### src/rtl/tcd_pkg.sv
// Shared types and constants for the tick count to calendar date converter.
// No dependencies; imported by every module of the block.
`default_nettype none
package tcd_pkg;

    localparam int TICK_RATE = 40500000;
    localparam int TICK_W    = 63;
    localparam int RATE_W    = $clog2(TICK_RATE + 1);
    localparam int DIV_W     = (RATE_W > 18) ? RATE_W : 18;
    localparam int SECS_W    = 64 - RATE_W;
    localparam int PROD_W    = RATE_W + 20;
    localparam int DAY_W     = 22;
    localparam int CYCD_W    = 18;

    localparam logic [DAY_W-1:0] LIMIT_DAYS = 22'd2921940;
    localparam logic [16:0]      LAST_SOD   = 17'd86399;

    // floor(2^64 / d): quotient estimate is at most one below the true quotient
    function automatic logic [63:0] recip_of(input int unsigned d);
        return 64'((65'd1 << 64) / 65'(d));
    endfunction

    localparam logic [63:0] RECIP_RATE = recip_of(TICK_RATE);
    localparam logic [63:0] RECIP_DAY  = recip_of(86400);
    localparam logic [63:0] RECIP_MS   = recip_of(1000);
    localparam logic [63:0] RECIP_HOUR = recip_of(3600);
    localparam logic [63:0] RECIP_MIN  = recip_of(60);
    localparam logic [63:0] RECIP_CYC  = recip_of(146097);
    localparam logic [63:0] RECIP_WDAY = recip_of(7);

    typedef enum logic [2:0] {
        OP_TICK, OP_DAY, OP_FRAC, OP_MS, OP_HOUR, OP_MIN, OP_CYC, OP_WDAY
    } op_t;

    typedef struct packed {
        logic take;
        logic start;
        logic capture;
        logic year_step;
        logic publish;
        op_t  op;
    } cmd_t;

    typedef struct packed {
        logic div_done;
        logic year_done;
    } sts_t;

    localparam logic [8:0] MONTH_START [12] = '{
        9'd0, 9'd31, 9'd59, 9'd90, 9'd120, 9'd151,
        9'd181, 9'd212, 9'd243, 9'd273, 9'd304, 9'd334
    };

    function automatic op_t next_op(input op_t op);
        op_t r;
        unique case (op)
            OP_TICK: r = OP_DAY;
            OP_DAY:  r = OP_FRAC;
            OP_FRAC: r = OP_MS;
            OP_MS:   r = OP_HOUR;
            OP_HOUR: r = OP_MIN;
            OP_MIN:  r = OP_CYC;
            OP_CYC:  r = OP_WDAY;
            OP_WDAY: r = OP_TICK;
            default: r = OP_TICK;
        endcase
        return r;
    endfunction

endpackage
`default_nettype wire

### src/rtl/tcd_div.sv
// Constant divider by reciprocal multiplication on one 32x32 multiplier, seven steps.
// Depends on tcd_pkg.
`default_nettype none
module tcd_div
    import tcd_pkg::*;
(
    input  wire logic              clk,
    input  wire logic              rst_n,
    input  wire logic              start,
    input  wire logic [TICK_W-1:0] dividend,
    input  wire logic [DIV_W-1:0]  divisor,
    input  wire logic [63:0]       recip,
    output logic                   done,
    output logic [TICK_W-1:0]      quotient,
    output logic [DIV_W-1:0]       remainder
);
    typedef enum logic [7:0] {
        PH_IDLE = 8'b00000001,
        PH_LL   = 8'b00000010,
        PH_LH   = 8'b00000100,
        PH_HL   = 8'b00001000,
        PH_HH   = 8'b00010000,
        PH_QL   = 8'b00100000,
        PH_QH   = 8'b01000000,
        PH_FIX  = 8'b10000000
    } phase_t;

    phase_t            ph_reg, ph_next;
    logic [63:0]       x_reg, x_next;
    logic [63:0]       m_reg, m_next;
    logic [DIV_W-1:0]  d_reg, d_next;
    logic [127:0]      acc_reg, acc_next;
    logic [63:0]       q_reg, q_next;
    logic [63:0]       r_reg, r_next;
    logic              done_reg, done_next;
    logic [31:0]       mul_a, mul_b;
    logic [63:0]       prod;

    // operand select for the shared multiplier
    always_comb
    begin
        mul_a = x_reg[31:0];
        mul_b = m_reg[31:0];
        unique case (ph_reg)
            PH_LH:
            begin
                mul_a = x_reg[31:0];
                mul_b = m_reg[63:32];
            end
            PH_HL:
            begin
                mul_a = x_reg[63:32];
                mul_b = m_reg[31:0];
            end
            PH_HH:
            begin
                mul_a = x_reg[63:32];
                mul_b = m_reg[63:32];
            end
            PH_QL:
            begin
                mul_a = q_reg[31:0];
                mul_b = 32'(d_reg);
            end
            PH_QH:
            begin
                mul_a = q_reg[63:32];
                mul_b = 32'(d_reg);
            end
            default:
            begin
                mul_a = x_reg[31:0];
                mul_b = m_reg[31:0];
            end
        endcase
    end

    assign prod = 64'(mul_a) * 64'(mul_b);

    always_comb
    begin
        ph_next   = ph_reg;
        x_next    = x_reg;
        m_next    = m_reg;
        d_next    = d_reg;
        acc_next  = acc_reg;
        q_next    = q_reg;
        r_next    = r_reg;
        done_next = 1'b0;
        unique case (ph_reg)
            PH_IDLE:
            begin
                if (start)
                begin
                    x_next  = 64'(dividend);
                    m_next  = recip;
                    d_next  = divisor;
                    ph_next = PH_LL;
                end
            end
            PH_LL:
            begin
                acc_next = {64'd0, prod};
                ph_next  = PH_LH;
            end
            PH_LH:
            begin
                acc_next = acc_reg + {32'd0, prod, 32'd0};
                ph_next  = PH_HL;
            end
            PH_HL:
            begin
                acc_next = acc_reg + {32'd0, prod, 32'd0};
                ph_next  = PH_HH;
            end
            PH_HH:
            begin
                // high half of dividend times reciprocal: quotient or one less
                q_next  = acc_reg[127:64] + prod;
                ph_next = PH_QL;
            end
            PH_QL:
            begin
                r_next  = x_reg - prod;
                ph_next = PH_QH;
            end
            PH_QH:
            begin
                r_next  = r_reg - {prod[31:0], 32'd0};
                ph_next = PH_FIX;
            end
            PH_FIX:
            begin
                if (r_reg >= 64'(d_reg))
                begin
                    q_next = q_reg + 64'd1;
                    r_next = r_reg - 64'(d_reg);
                end
                done_next = 1'b1;
                ph_next   = PH_IDLE;
            end
            default: ph_next = PH_IDLE;
        endcase
    end

    always_ff @(posedge clk or negedge rst_n)
    begin
        if (!rst_n)
        begin
            ph_reg   <= PH_IDLE;
            done_reg <= 1'b0;
        end
        else
        begin
            ph_reg   <= ph_next;
            done_reg <= done_next;
        end
    end

    always_ff @(posedge clk)
    begin
        x_reg   <= x_next;
        m_reg   <= m_next;
        d_reg   <= d_next;
        acc_reg <= acc_next;
        q_reg   <= q_next;
        r_reg   <= r_next;
    end

    assign done      = done_reg;
    assign quotient  = q_reg[TICK_W-1:0];
    assign remainder = r_reg[DIV_W-1:0];
endmodule
`default_nettype wire

### src/rtl/tcd_datapath.sv
// Datapath: operand selection, divider, year stepping, month lookup, result registers.
// Depends on tcd_pkg and tcd_div.
`default_nettype none
module tcd_datapath
    import tcd_pkg::*;
(
    input  wire logic              clk,
    input  wire logic              rst_n,
    input  wire cmd_t              cmd,
    output sts_t                   sts,
    input  wire logic [TICK_W-1:0] tick_count,
    output logic [9:0]             micro_in_milli,
    output logic [9:0]             millis,
    output logic [5:0]             seconds,
    output logic [5:0]             minutes,
    output logic [4:0]             hours,
    output logic [4:0]             day_of_month,
    output logic [3:0]             month_index,
    output logic [13:0]            year_number,
    output logic [2:0]             weekday,
    output logic [8:0]             day_of_year
);
    logic [TICK_W-1:0] tick_reg;
    logic [SECS_W-1:0] secs_reg;
    logic [RATE_W-1:0] frac_reg;
    logic [PROD_W-1:0] prod_reg;
    logic [DAY_W-1:0]  days_reg;
    logic [16:0]       sod_reg;
    logic              sat_reg;
    logic [19:0]       q1_reg;
    logic [9:0]        usec_reg, msec_reg;
    logic [4:0]        hour_reg;
    logic [11:0]       hrem_reg;
    logic [5:0]        min_reg, sec_reg;
    logic [2:0]        wday_reg;
    logic [CYCD_W-1:0] dcyc_reg;
    logic [13:0]       year_reg;
    logic [1:0]        y4_reg;
    logic [6:0]        y100_reg;
    logic [8:0]        y400_reg;

    logic [TICK_W-1:0] dvd;
    logic [DIV_W-1:0]  dsr;
    logic [63:0]       recip;
    logic              div_done;
    logic [TICK_W-1:0] quo;
    logic [DIV_W-1:0]  rem;

    logic              leap;
    logic [8:0]        year_len;
    logic [3:0]        mon;
    logic [8:0]        mstart;
    logic [8:0]        yday;

    always_comb
    begin
        unique case (cmd.op)
            OP_TICK:
            begin
                dvd   = tick_reg;
                dsr   = DIV_W'(TICK_RATE);
                recip = RECIP_RATE;
            end
            OP_DAY:
            begin
                dvd   = TICK_W'(secs_reg);
                dsr   = DIV_W'(86400);
                recip = RECIP_DAY;
            end
            OP_FRAC:
            begin
                dvd   = TICK_W'(prod_reg);
                dsr   = DIV_W'(TICK_RATE);
                recip = RECIP_RATE;
            end
            OP_MS:
            begin
                dvd   = TICK_W'(q1_reg);
                dsr   = DIV_W'(1000);
                recip = RECIP_MS;
            end
            OP_HOUR:
            begin
                dvd   = TICK_W'(sod_reg);
                dsr   = DIV_W'(3600);
                recip = RECIP_HOUR;
            end
            OP_MIN:
            begin
                dvd   = TICK_W'(hrem_reg);
                dsr   = DIV_W'(60);
                recip = RECIP_MIN;
            end
            OP_CYC:
            begin
                dvd   = TICK_W'(days_reg);
                dsr   = DIV_W'(146097);
                recip = RECIP_CYC;
            end
            OP_WDAY:
            begin
                dvd   = TICK_W'(days_reg) + TICK_W'(6);
                dsr   = DIV_W'(7);
                recip = RECIP_WDAY;
            end
            default:
            begin
                dvd   = tick_reg;
                dsr   = DIV_W'(TICK_RATE);
                recip = RECIP_RATE;
            end
        endcase
    end

    tcd_div u_div (
        .clk       (clk),
        .rst_n     (rst_n),
        .start     (cmd.start),
        .dividend  (dvd),
        .divisor   (dsr),
        .recip     (recip),
        .done      (div_done),
        .quotient  (quo),
        .remainder (rem)
    );

    assign leap     = ((y4_reg == 2'd0) && (y100_reg != 7'd0)) || (y400_reg == 9'd0);
    assign year_len = leap ? 9'd366 : 9'd365;
    assign yday     = dcyc_reg[8:0];

    // pick the last month whose start the day has reached
    always_comb
    begin
        mon    = 4'd0;
        mstart = 9'd0;
        for (int m = 1; m < 12; m++)
        begin
            if (yday >= MONTH_START[m] + ((m > 1 && leap) ? 9'd1 : 9'd0))
            begin
                mon    = 4'(m);
                mstart = MONTH_START[m] + ((m > 1 && leap) ? 9'd1 : 9'd0);
            end
        end
    end

    assign sts.div_done  = div_done;
    assign sts.year_done = (dcyc_reg < CYCD_W'(year_len));

    always_ff @(posedge clk)
    begin
        prod_reg <= PROD_W'(frac_reg) * PROD_W'(1000000);
        if (cmd.take)
            tick_reg <= tick_count;
        if (cmd.capture)
        begin
            unique case (cmd.op)
                OP_TICK:
                begin
                    secs_reg <= quo[SECS_W-1:0];
                    frac_reg <= rem[RATE_W-1:0];
                end
                OP_DAY:
                begin
                    if (quo >= TICK_W'(LIMIT_DAYS))
                    begin
                        days_reg <= LIMIT_DAYS - DAY_W'(1);
                        sod_reg  <= LAST_SOD;
                        sat_reg  <= 1'b1;
                    end
                    else
                    begin
                        days_reg <= quo[DAY_W-1:0];
                        sod_reg  <= rem[16:0];
                        sat_reg  <= 1'b0;
                    end
                end
                OP_FRAC: q1_reg <= quo[19:0];
                OP_MS:
                begin
                    msec_reg <= quo[9:0];
                    usec_reg <= rem[9:0];
                end
                OP_HOUR:
                begin
                    hour_reg <= quo[4:0];
                    hrem_reg <= rem[11:0];
                end
                OP_MIN:
                begin
                    min_reg <= quo[5:0];
                    sec_reg <= rem[5:0];
                end
                OP_CYC:
                begin
                    year_reg <= 14'd2000 + 14'(quo[4:0]) * 14'd400;
                    dcyc_reg <= rem[CYCD_W-1:0];
                    y4_reg   <= 2'd0;
                    y100_reg <= 7'd0;
                    y400_reg <= 9'd0;
                end
                OP_WDAY: wday_reg <= rem[2:0];
                default: ;
            endcase
        end
        if (cmd.year_step)
        begin
            dcyc_reg <= dcyc_reg - CYCD_W'(year_len);
            year_reg <= year_reg + 14'd1;
            y4_reg   <= y4_reg + 2'd1;
            y100_reg <= (y100_reg == 7'd99) ? 7'd0 : y100_reg + 7'd1;
            y400_reg <= (y400_reg == 9'd399) ? 9'd0 : y400_reg + 9'd1;
        end
        if (cmd.publish)
        begin
            micro_in_milli <= sat_reg ? 10'd999 : usec_reg;
            millis         <= sat_reg ? 10'd999 : msec_reg;
            seconds        <= sec_reg;
            minutes        <= min_reg;
            hours          <= hour_reg;
            day_of_month   <= 5'(yday - mstart + 9'd1);
            month_index    <= mon;
            year_number    <= year_reg;
            weekday        <= wday_reg;
            day_of_year    <= yday;
        end
    end
endmodule
`default_nettype wire

### src/rtl/tcd_ctrl.sv
// Controller: sequences the divisions, the year stepping and the output transfer.
// Depends on tcd_pkg.
`default_nettype none
module tcd_ctrl
    import tcd_pkg::*;
(
    input  wire logic clk,
    input  wire logic rst_n,
    input  wire logic in_valid,
    output logic      in_ready,
    output logic      out_valid,
    input  wire logic out_ready,
    input  wire sts_t sts,
    output cmd_t      cmd
);
    typedef enum logic [4:0] {
        ST_IDLE   = 5'b00001,
        ST_LOAD   = 5'b00010,
        ST_WAIT   = 5'b00100,
        ST_YEAR   = 5'b01000,
        ST_FINISH = 5'b10000
    } state_t;

    state_t state_reg, state_next;
    op_t    op_reg, op_next;
    logic   ovalid_reg, ovalid_next;

    always_comb
    begin
        state_next  = state_reg;
        op_next     = op_reg;
        ovalid_next = ovalid_reg;
        cmd         = '0;
        cmd.op      = op_reg;
        if (ovalid_reg && out_ready)
            ovalid_next = 1'b0;
        unique case (state_reg)
            ST_IDLE:
            begin
                if (in_valid)
                begin
                    cmd.take   = 1'b1;
                    op_next    = OP_TICK;
                    state_next = ST_LOAD;
                end
            end
            ST_LOAD:
            begin
                cmd.start  = 1'b1;
                state_next = ST_WAIT;
            end
            ST_WAIT:
            begin
                if (sts.div_done)
                begin
                    cmd.capture = 1'b1;
                    op_next     = next_op(op_reg);
                    state_next  = (op_reg == OP_WDAY) ? ST_YEAR : ST_LOAD;
                end
            end
            ST_YEAR:
            begin
                if (sts.year_done)
                    state_next = ST_FINISH;
                else
                    cmd.year_step = 1'b1;
            end
            ST_FINISH:
            begin
                // hold until the previous result has been transferred
                if (!ovalid_reg || out_ready)
                begin
                    cmd.publish = 1'b1;
                    ovalid_next = 1'b1;
                    state_next  = ST_IDLE;
                end
            end
            default: state_next = ST_IDLE;
        endcase
    end

    always_ff @(posedge clk or negedge rst_n)
    begin
        if (!rst_n)
        begin
            state_reg  <= ST_IDLE;
            op_reg     <= OP_TICK;
            ovalid_reg <= 1'b0;
        end
        else
        begin
            state_reg  <= state_next;
            op_reg     <= op_next;
            ovalid_reg <= ovalid_next;
        end
    end

    assign in_ready  = (state_reg == ST_IDLE);
    assign out_valid = ovalid_reg;
endmodule
`default_nettype wire

### src/rtl/ticks_to_calendar_date.sv
// Top level of the tick count to calendar date converter.
// Depends on tcd_pkg, tcd_ctrl, tcd_datapath.
//
//   channel  handshake             payload
//   input    in_valid / in_ready   tick_count
//   output   out_valid / out_ready micro_in_milli .. day_of_year
//
// One item is taken in one transfer, then runs eight constant divisions
// (start, seven multiply and correct steps on one 32x32 multiplier, capture),
// steps one year at a time inside the 400-year cycle (0..399), ends the year
// search and publishes.
// Reset clears the controller; datapath registers are loaded before use.
// A finished result waits in the output register while the next item runs;
// the next item stalls in its publish cycle until that result is transferred.
`default_nettype none
module ticks_to_calendar_date
    import tcd_pkg::*;
(
    input  wire logic              clk,
    input  wire logic              rst_n,
    input  wire logic              in_valid,
    output logic                   in_ready,
    input  wire logic [TICK_W-1:0] tick_count,
    output logic                   out_valid,
    input  wire logic              out_ready,
    output logic [9:0]             micro_in_milli,
    output logic [9:0]             millis,
    output logic [5:0]             seconds,
    output logic [5:0]             minutes,
    output logic [4:0]             hours,
    output logic [4:0]             day_of_month,
    output logic [3:0]             month_index,
    output logic [13:0]            year_number,
    output logic [2:0]             weekday,
    output logic [8:0]             day_of_year
);
    cmd_t cmd;
    sts_t sts;

    tcd_ctrl u_ctrl (
        .clk       (clk),
        .rst_n     (rst_n),
        .in_valid  (in_valid),
        .in_ready  (in_ready),
        .out_valid (out_valid),
        .out_ready (out_ready),
        .sts       (sts),
        .cmd       (cmd)
    );

    tcd_datapath u_dp (
        .clk            (clk),
        .rst_n          (rst_n),
        .cmd            (cmd),
        .sts            (sts),
        .tick_count     (tick_count),
        .micro_in_milli (micro_in_milli),
        .millis         (millis),
        .seconds        (seconds),
        .minutes        (minutes),
        .hours          (hours),
        .day_of_month   (day_of_month),
        .month_index    (month_index),
        .year_number    (year_number),
        .weekday        (weekday),
        .day_of_year    (day_of_year)
    );
endmodule
`default_nettype wire

### config.mk
export PLATFORM = sky130hd
export DESIGN_NAME = ticks_to_calendar_date
export DESIGN_NICKNAME = d
export VERILOG_FILES = /design/src/rtl/tcd_pkg.sv /design/src/rtl/tcd_div.sv /design/src/rtl/tcd_datapath.sv /design/src/rtl/tcd_ctrl.sv /design/src/rtl/ticks_to_calendar_date.sv
export SDC_FILE = /design/constraint.sdc
export NUM_CORES = 2
export LEC_CHECK = 0
export BUFFER_PORTS_ARGS = -buffer_cell sky130_fd_sc_hd__buf_2
export CORE_MARGIN = 2
export CORE_UTILIZATION = 30
export CTS_BUF_LIST = sky130_fd_sc_hd__clkbuf_8 sky130_fd_sc_hd__clkbuf_16
export CTS_CLUSTER_SIZE = 16
export DETAILED_ROUTE_END_ITERATION = 8
export PLACE_DENSITY_LB_ADDON = 0.2
export SYNTH_ARGS = -nofsm -noshare
export SYNTH_HDL_FRONTEND = slang
export SYNTH_SLANG_ARGS = --single-unit
### constraint.sdc
create_clock -name clk -period 26.6 [get_ports clk]
set_input_delay 0 -clock clk [delete_from_list [all_inputs] [get_ports clk]]
set_output_delay 0 -clock clk [all_outputs]
set_load 0.01 [all_outputs]
==> results.md <==
Run status:
- The run finished with clean final reports.

Layout:
- The total area of sequential cells is ~22000 um^2.
- The library cell used most frequently in the layout, excluding fill and tap cells, is inv_1.
- The area of the multi-input gates is ~56000 um^2.
- The post-layout net count is ~11000.
- In the final layout, the share of cells above drive strength 1 is between 7 and 8%.
- The number of flip-flops in the largest register is 96.
- Counting the fill cells in the layout gives 28674.
- The relative area change from synthesis to final layout is 12.2%.
- Leaving out fill and tap cells, the most frequent cells in the layout are 1235 x inv_1, 1009 x fa_1, 972 x nor2_1.

Run:
- Across the run, the number of max-cap violations was 0.

Placed design:
- The weighted congestion reported at the end of routability-driven placement is 0.964.
- Input and output buffers added on the ports amount to 140.
- The HPWL after detailed placement is 257 mm.

Critical path:
- The depth of the worst register-to-register path is 50.
- The register-to-register path setup slack is 10.49 ns.
- The largest single stage delay on the critical path is 0.91 ns.
- The terminus of the critical flop-to-flop path is u_dp.u_div.r_reg[62].
- The standard cell with the maximum stage delay on the critical path is nor2_4.
- STA classifies the critical path endpoint as a register.
- The most critical setup path has its startpoint at u_dp.u_div.ph_reg[0].
- In this run the number of cells on the critical path is 50.
- The data arrival time at the worst-slack endpoint is 16.54 ns.
- The critical path contains buffers and inverters numbering 11 combined.
- The most critical setup path has its endpoint at u_dp.u_div.r_reg[62].
- STA classifies the critical path startpoint as a register.
- For the worst setup path, the data required time is 27.04 ns.
- The largest driver fanout on the critical path is 41.
- The largest delay contributor family on the critical path is adder cells.
- The worst register-to-register path begins at u_dp.u_div.ph_reg[0].
- The critical path is of the reg -> reg type.

Floorplan:
- The starting density of the core is 30.2%.
- The number of cell rows is between 150 and 200.
- From left edge to right edge, the die measures 532 um.
- The total core area is 277000 um^2.
- The number of top-level design ports is 141.
- The die is around 530 um tall.
- The die outline area is 283000 um^2.

Timing:
- The slew at the pin closest to its max-slew limit is ~1.4 ns.
- The worst relative slew slack is 6.53%.
- The number of hold violations in the final report was 0.
- The count of final max-slew check failures is 0.
- The part of the cycle the worst path needs is just over 60%.
- Summed over all failing endpoints, the final setup total negative slack is 0 ns.
- Setup violations remaining at the end of the flow were counted as 0.
- Based on the critical path, the design can be clocked at up to 62.1 MHz.
- For the final database, setup skew stands at 0.0718 ns.
- The clock period minus worst slack is 16.11 ns.
- Setup repair after global routing left no endpoint under its margin.

Synthesis:
- The average size of a mapped cell is 9.66 um^2.
- The fraction of registers with async set or reset after synthesis is 2.38%.
- Counting flops with a built-in enable in the synthesized netlist gives 697.
- The sequential cell area fraction in the yosys report is around a quarter.
- The cell type with the largest total area after synthesis is edfxtp_1.
- The warning count from the yosys run is 0.
- The netlist area before placement is 83800 um^2.
- The area share of the leading cell type in the synthesized netlist is 25.0%.
- Synthesis inferred 755 register bits.
- In the post-synthesis netlist, the biggest area contributors are edfxtp_1 25%, fa_1 24%, ha_1 10%.
- The total nets after synthesis is 10427.
- Counting distinct cell types in the post-synthesis netlist gives 129.
- The number of instances in the synthesized netlist is 8669.
- The most used flip-flop cell after synthesis is edfxtp_1.

Route:
- The detailed-route DRC error count is 0.
- After detailed routing, the average wire length per cell comes to 25.5 um.
- Using the TritonRoute via totals, the vias-per-cell ratio works out to 5.25.
- The first-pass iteration count of the detailed router is 9.
- For this block, the via count after detailed routing is between 60000 and 70000.
- After the first detailed-routing iteration, the DRC count stood at 5798.
- In this run the remaining antenna-violating nets after routing total 0.
- The routed design has 322 mm of wire.

GRT:
- For this run the aggregate overflow at the end of global routing stands at 0.
- Global routing used between 20 and 25% of the available tracks.
- The via count of the first global-routing pass is 69253.
- Entering global routing, the biggest net connects 143 pins.
- The first-pass GRT wire length is 475 mm.
- The initial antenna violation count is 21.

CTS:
- The clock tree from TritonCTS is built.
- In this run the number of H-tree levels came out at 3.
- CTS saw 755 sinks.
- The root buffer selected by CTS is clkbuf_16.
- The clock input transition at the sequential cells of the worst setup and hold paths is 0.06 ns.
- Buffers inserted during clock tree synthesis total 89.
- For the worst-skew pair, the clock arrives at the later sink with an insertion delay of between 0.7 and 0.8 ns.
- The number of setup buffers added after CTS is 0.
- The buffer levels on the longest clock path is 3.

Worst hold path:
- The tightest min-delay check is of the in -> reg type.
[final cells by class]
class | count | area share [%]
Antenna cell | 5 | 0.0133
Clock buffer | 93 | 2.43
Clock inverter | 74 | 0.852
Inverter | 1228 | 4.91
Multi-Input combinational cell | 6325 | 59.8
Sequential cell | 755 | 23.6
Tap cell | 3705 | 4.93
Timing Repair Buffer | 430 | 3.45
[Yosys cell counts (35+ instances only)]
master / instances
or3_1: 40
nand3_1: 107
a31oi_1: 50
and3_1: 68
dfxtp_1: 40
a21oi_1: 386
a221oi_1: 62
and2_1: 68
nand2b_1: 82
nand4_1: 82
a22oi_1: 35
xnor2_1: 333
o21bai_1: 58
o21a_1: 42
fa_1: 1009
nand2_1: 858
xor2_1: 157
nor2_1: 981
clkbuf_1: 324
edfxtp_1: 697
nor2b_1: 72
a221o_1: 52
o21ai_0: 247
ha_1: 682
a21o_1: 193
a22o_1: 49
nor3_1: 97
inv_1: 1224
nor4_1: 38
[stage by stage]
step | setup slack, ns | instance area, um^2 | instances | utilization [%] | hold WS (ns)
final | 10.49 | 94000 | 12615 | 33.9 | 0.0401
after detailed placement | 10.81 | 89600 | 12315 | 32.3 | 0.0124
after floorplan | 13.53 | 83800 | 8669 | - | -0.296
after CTS | 10.68 | 94000 | 12609 | 33.9 | 0.00203
after global placement | 10.68 | 89600 | 12313 | 32.3 | 0.0108
after global routing | 9.62 | 94000 | 12611 | 33.9 | 0.0401
[kinds of logic (layout without fill, tap and decap cells)]
kind of cell	after synthesis	after routing	share of synthesized area [%]
XOR/XNOR	503	503	5.45
buffers and inverters	1589	1825	7.17
AND/OR/NAND/NOR	2618	2618	14.0
AO/OA/AOI/OAI	1482	1482	12.2
other	0	5	0
flip-flops	755	755	26.5
adder cells (fa/ha/maj)	1701	1701	34.4
multiplexers	21	21	0.270
[worst min path at each step]
stage	end	slack (ns)	cells past startpoint	from
CTS	u_dp.tick_reg[51]	0.002	2	tick_count[51]
global placement	u_ctrl.state_reg[4]	0.01	1	rst_n
finish	u_dp.tick_reg[50]	0.04	2	tick_count[50]
detailed placement	u_ctrl.state_reg[4]	0.01	1	rst_n
floorplan	u_ctrl.op_reg[0]	-0.30	0	rst_n
global route	u_dp.tick_reg[59]	0.04	2	tick_count[59]
[metal layers]
metal / wire length, um / share of wire, % / global-route usage [%]
met1: 141000 / 44 / 30.6
met2: 149000 / 46 / 36.9
met3: 18800 / 5.9 / 2.69
met4: 13200 / 4.1 / 8.28
met5: 14 / 0.0044 / 0
[what timing repair did]
item,in CTS,in global routing
hold buffers,127,0
gates resized for setup,0,0
hold endpoints to repair,103,0
Power is left out: the tool's default activity adds up to more than one toggle a clock period on the data nets, which glitch-free logic cannot reach.
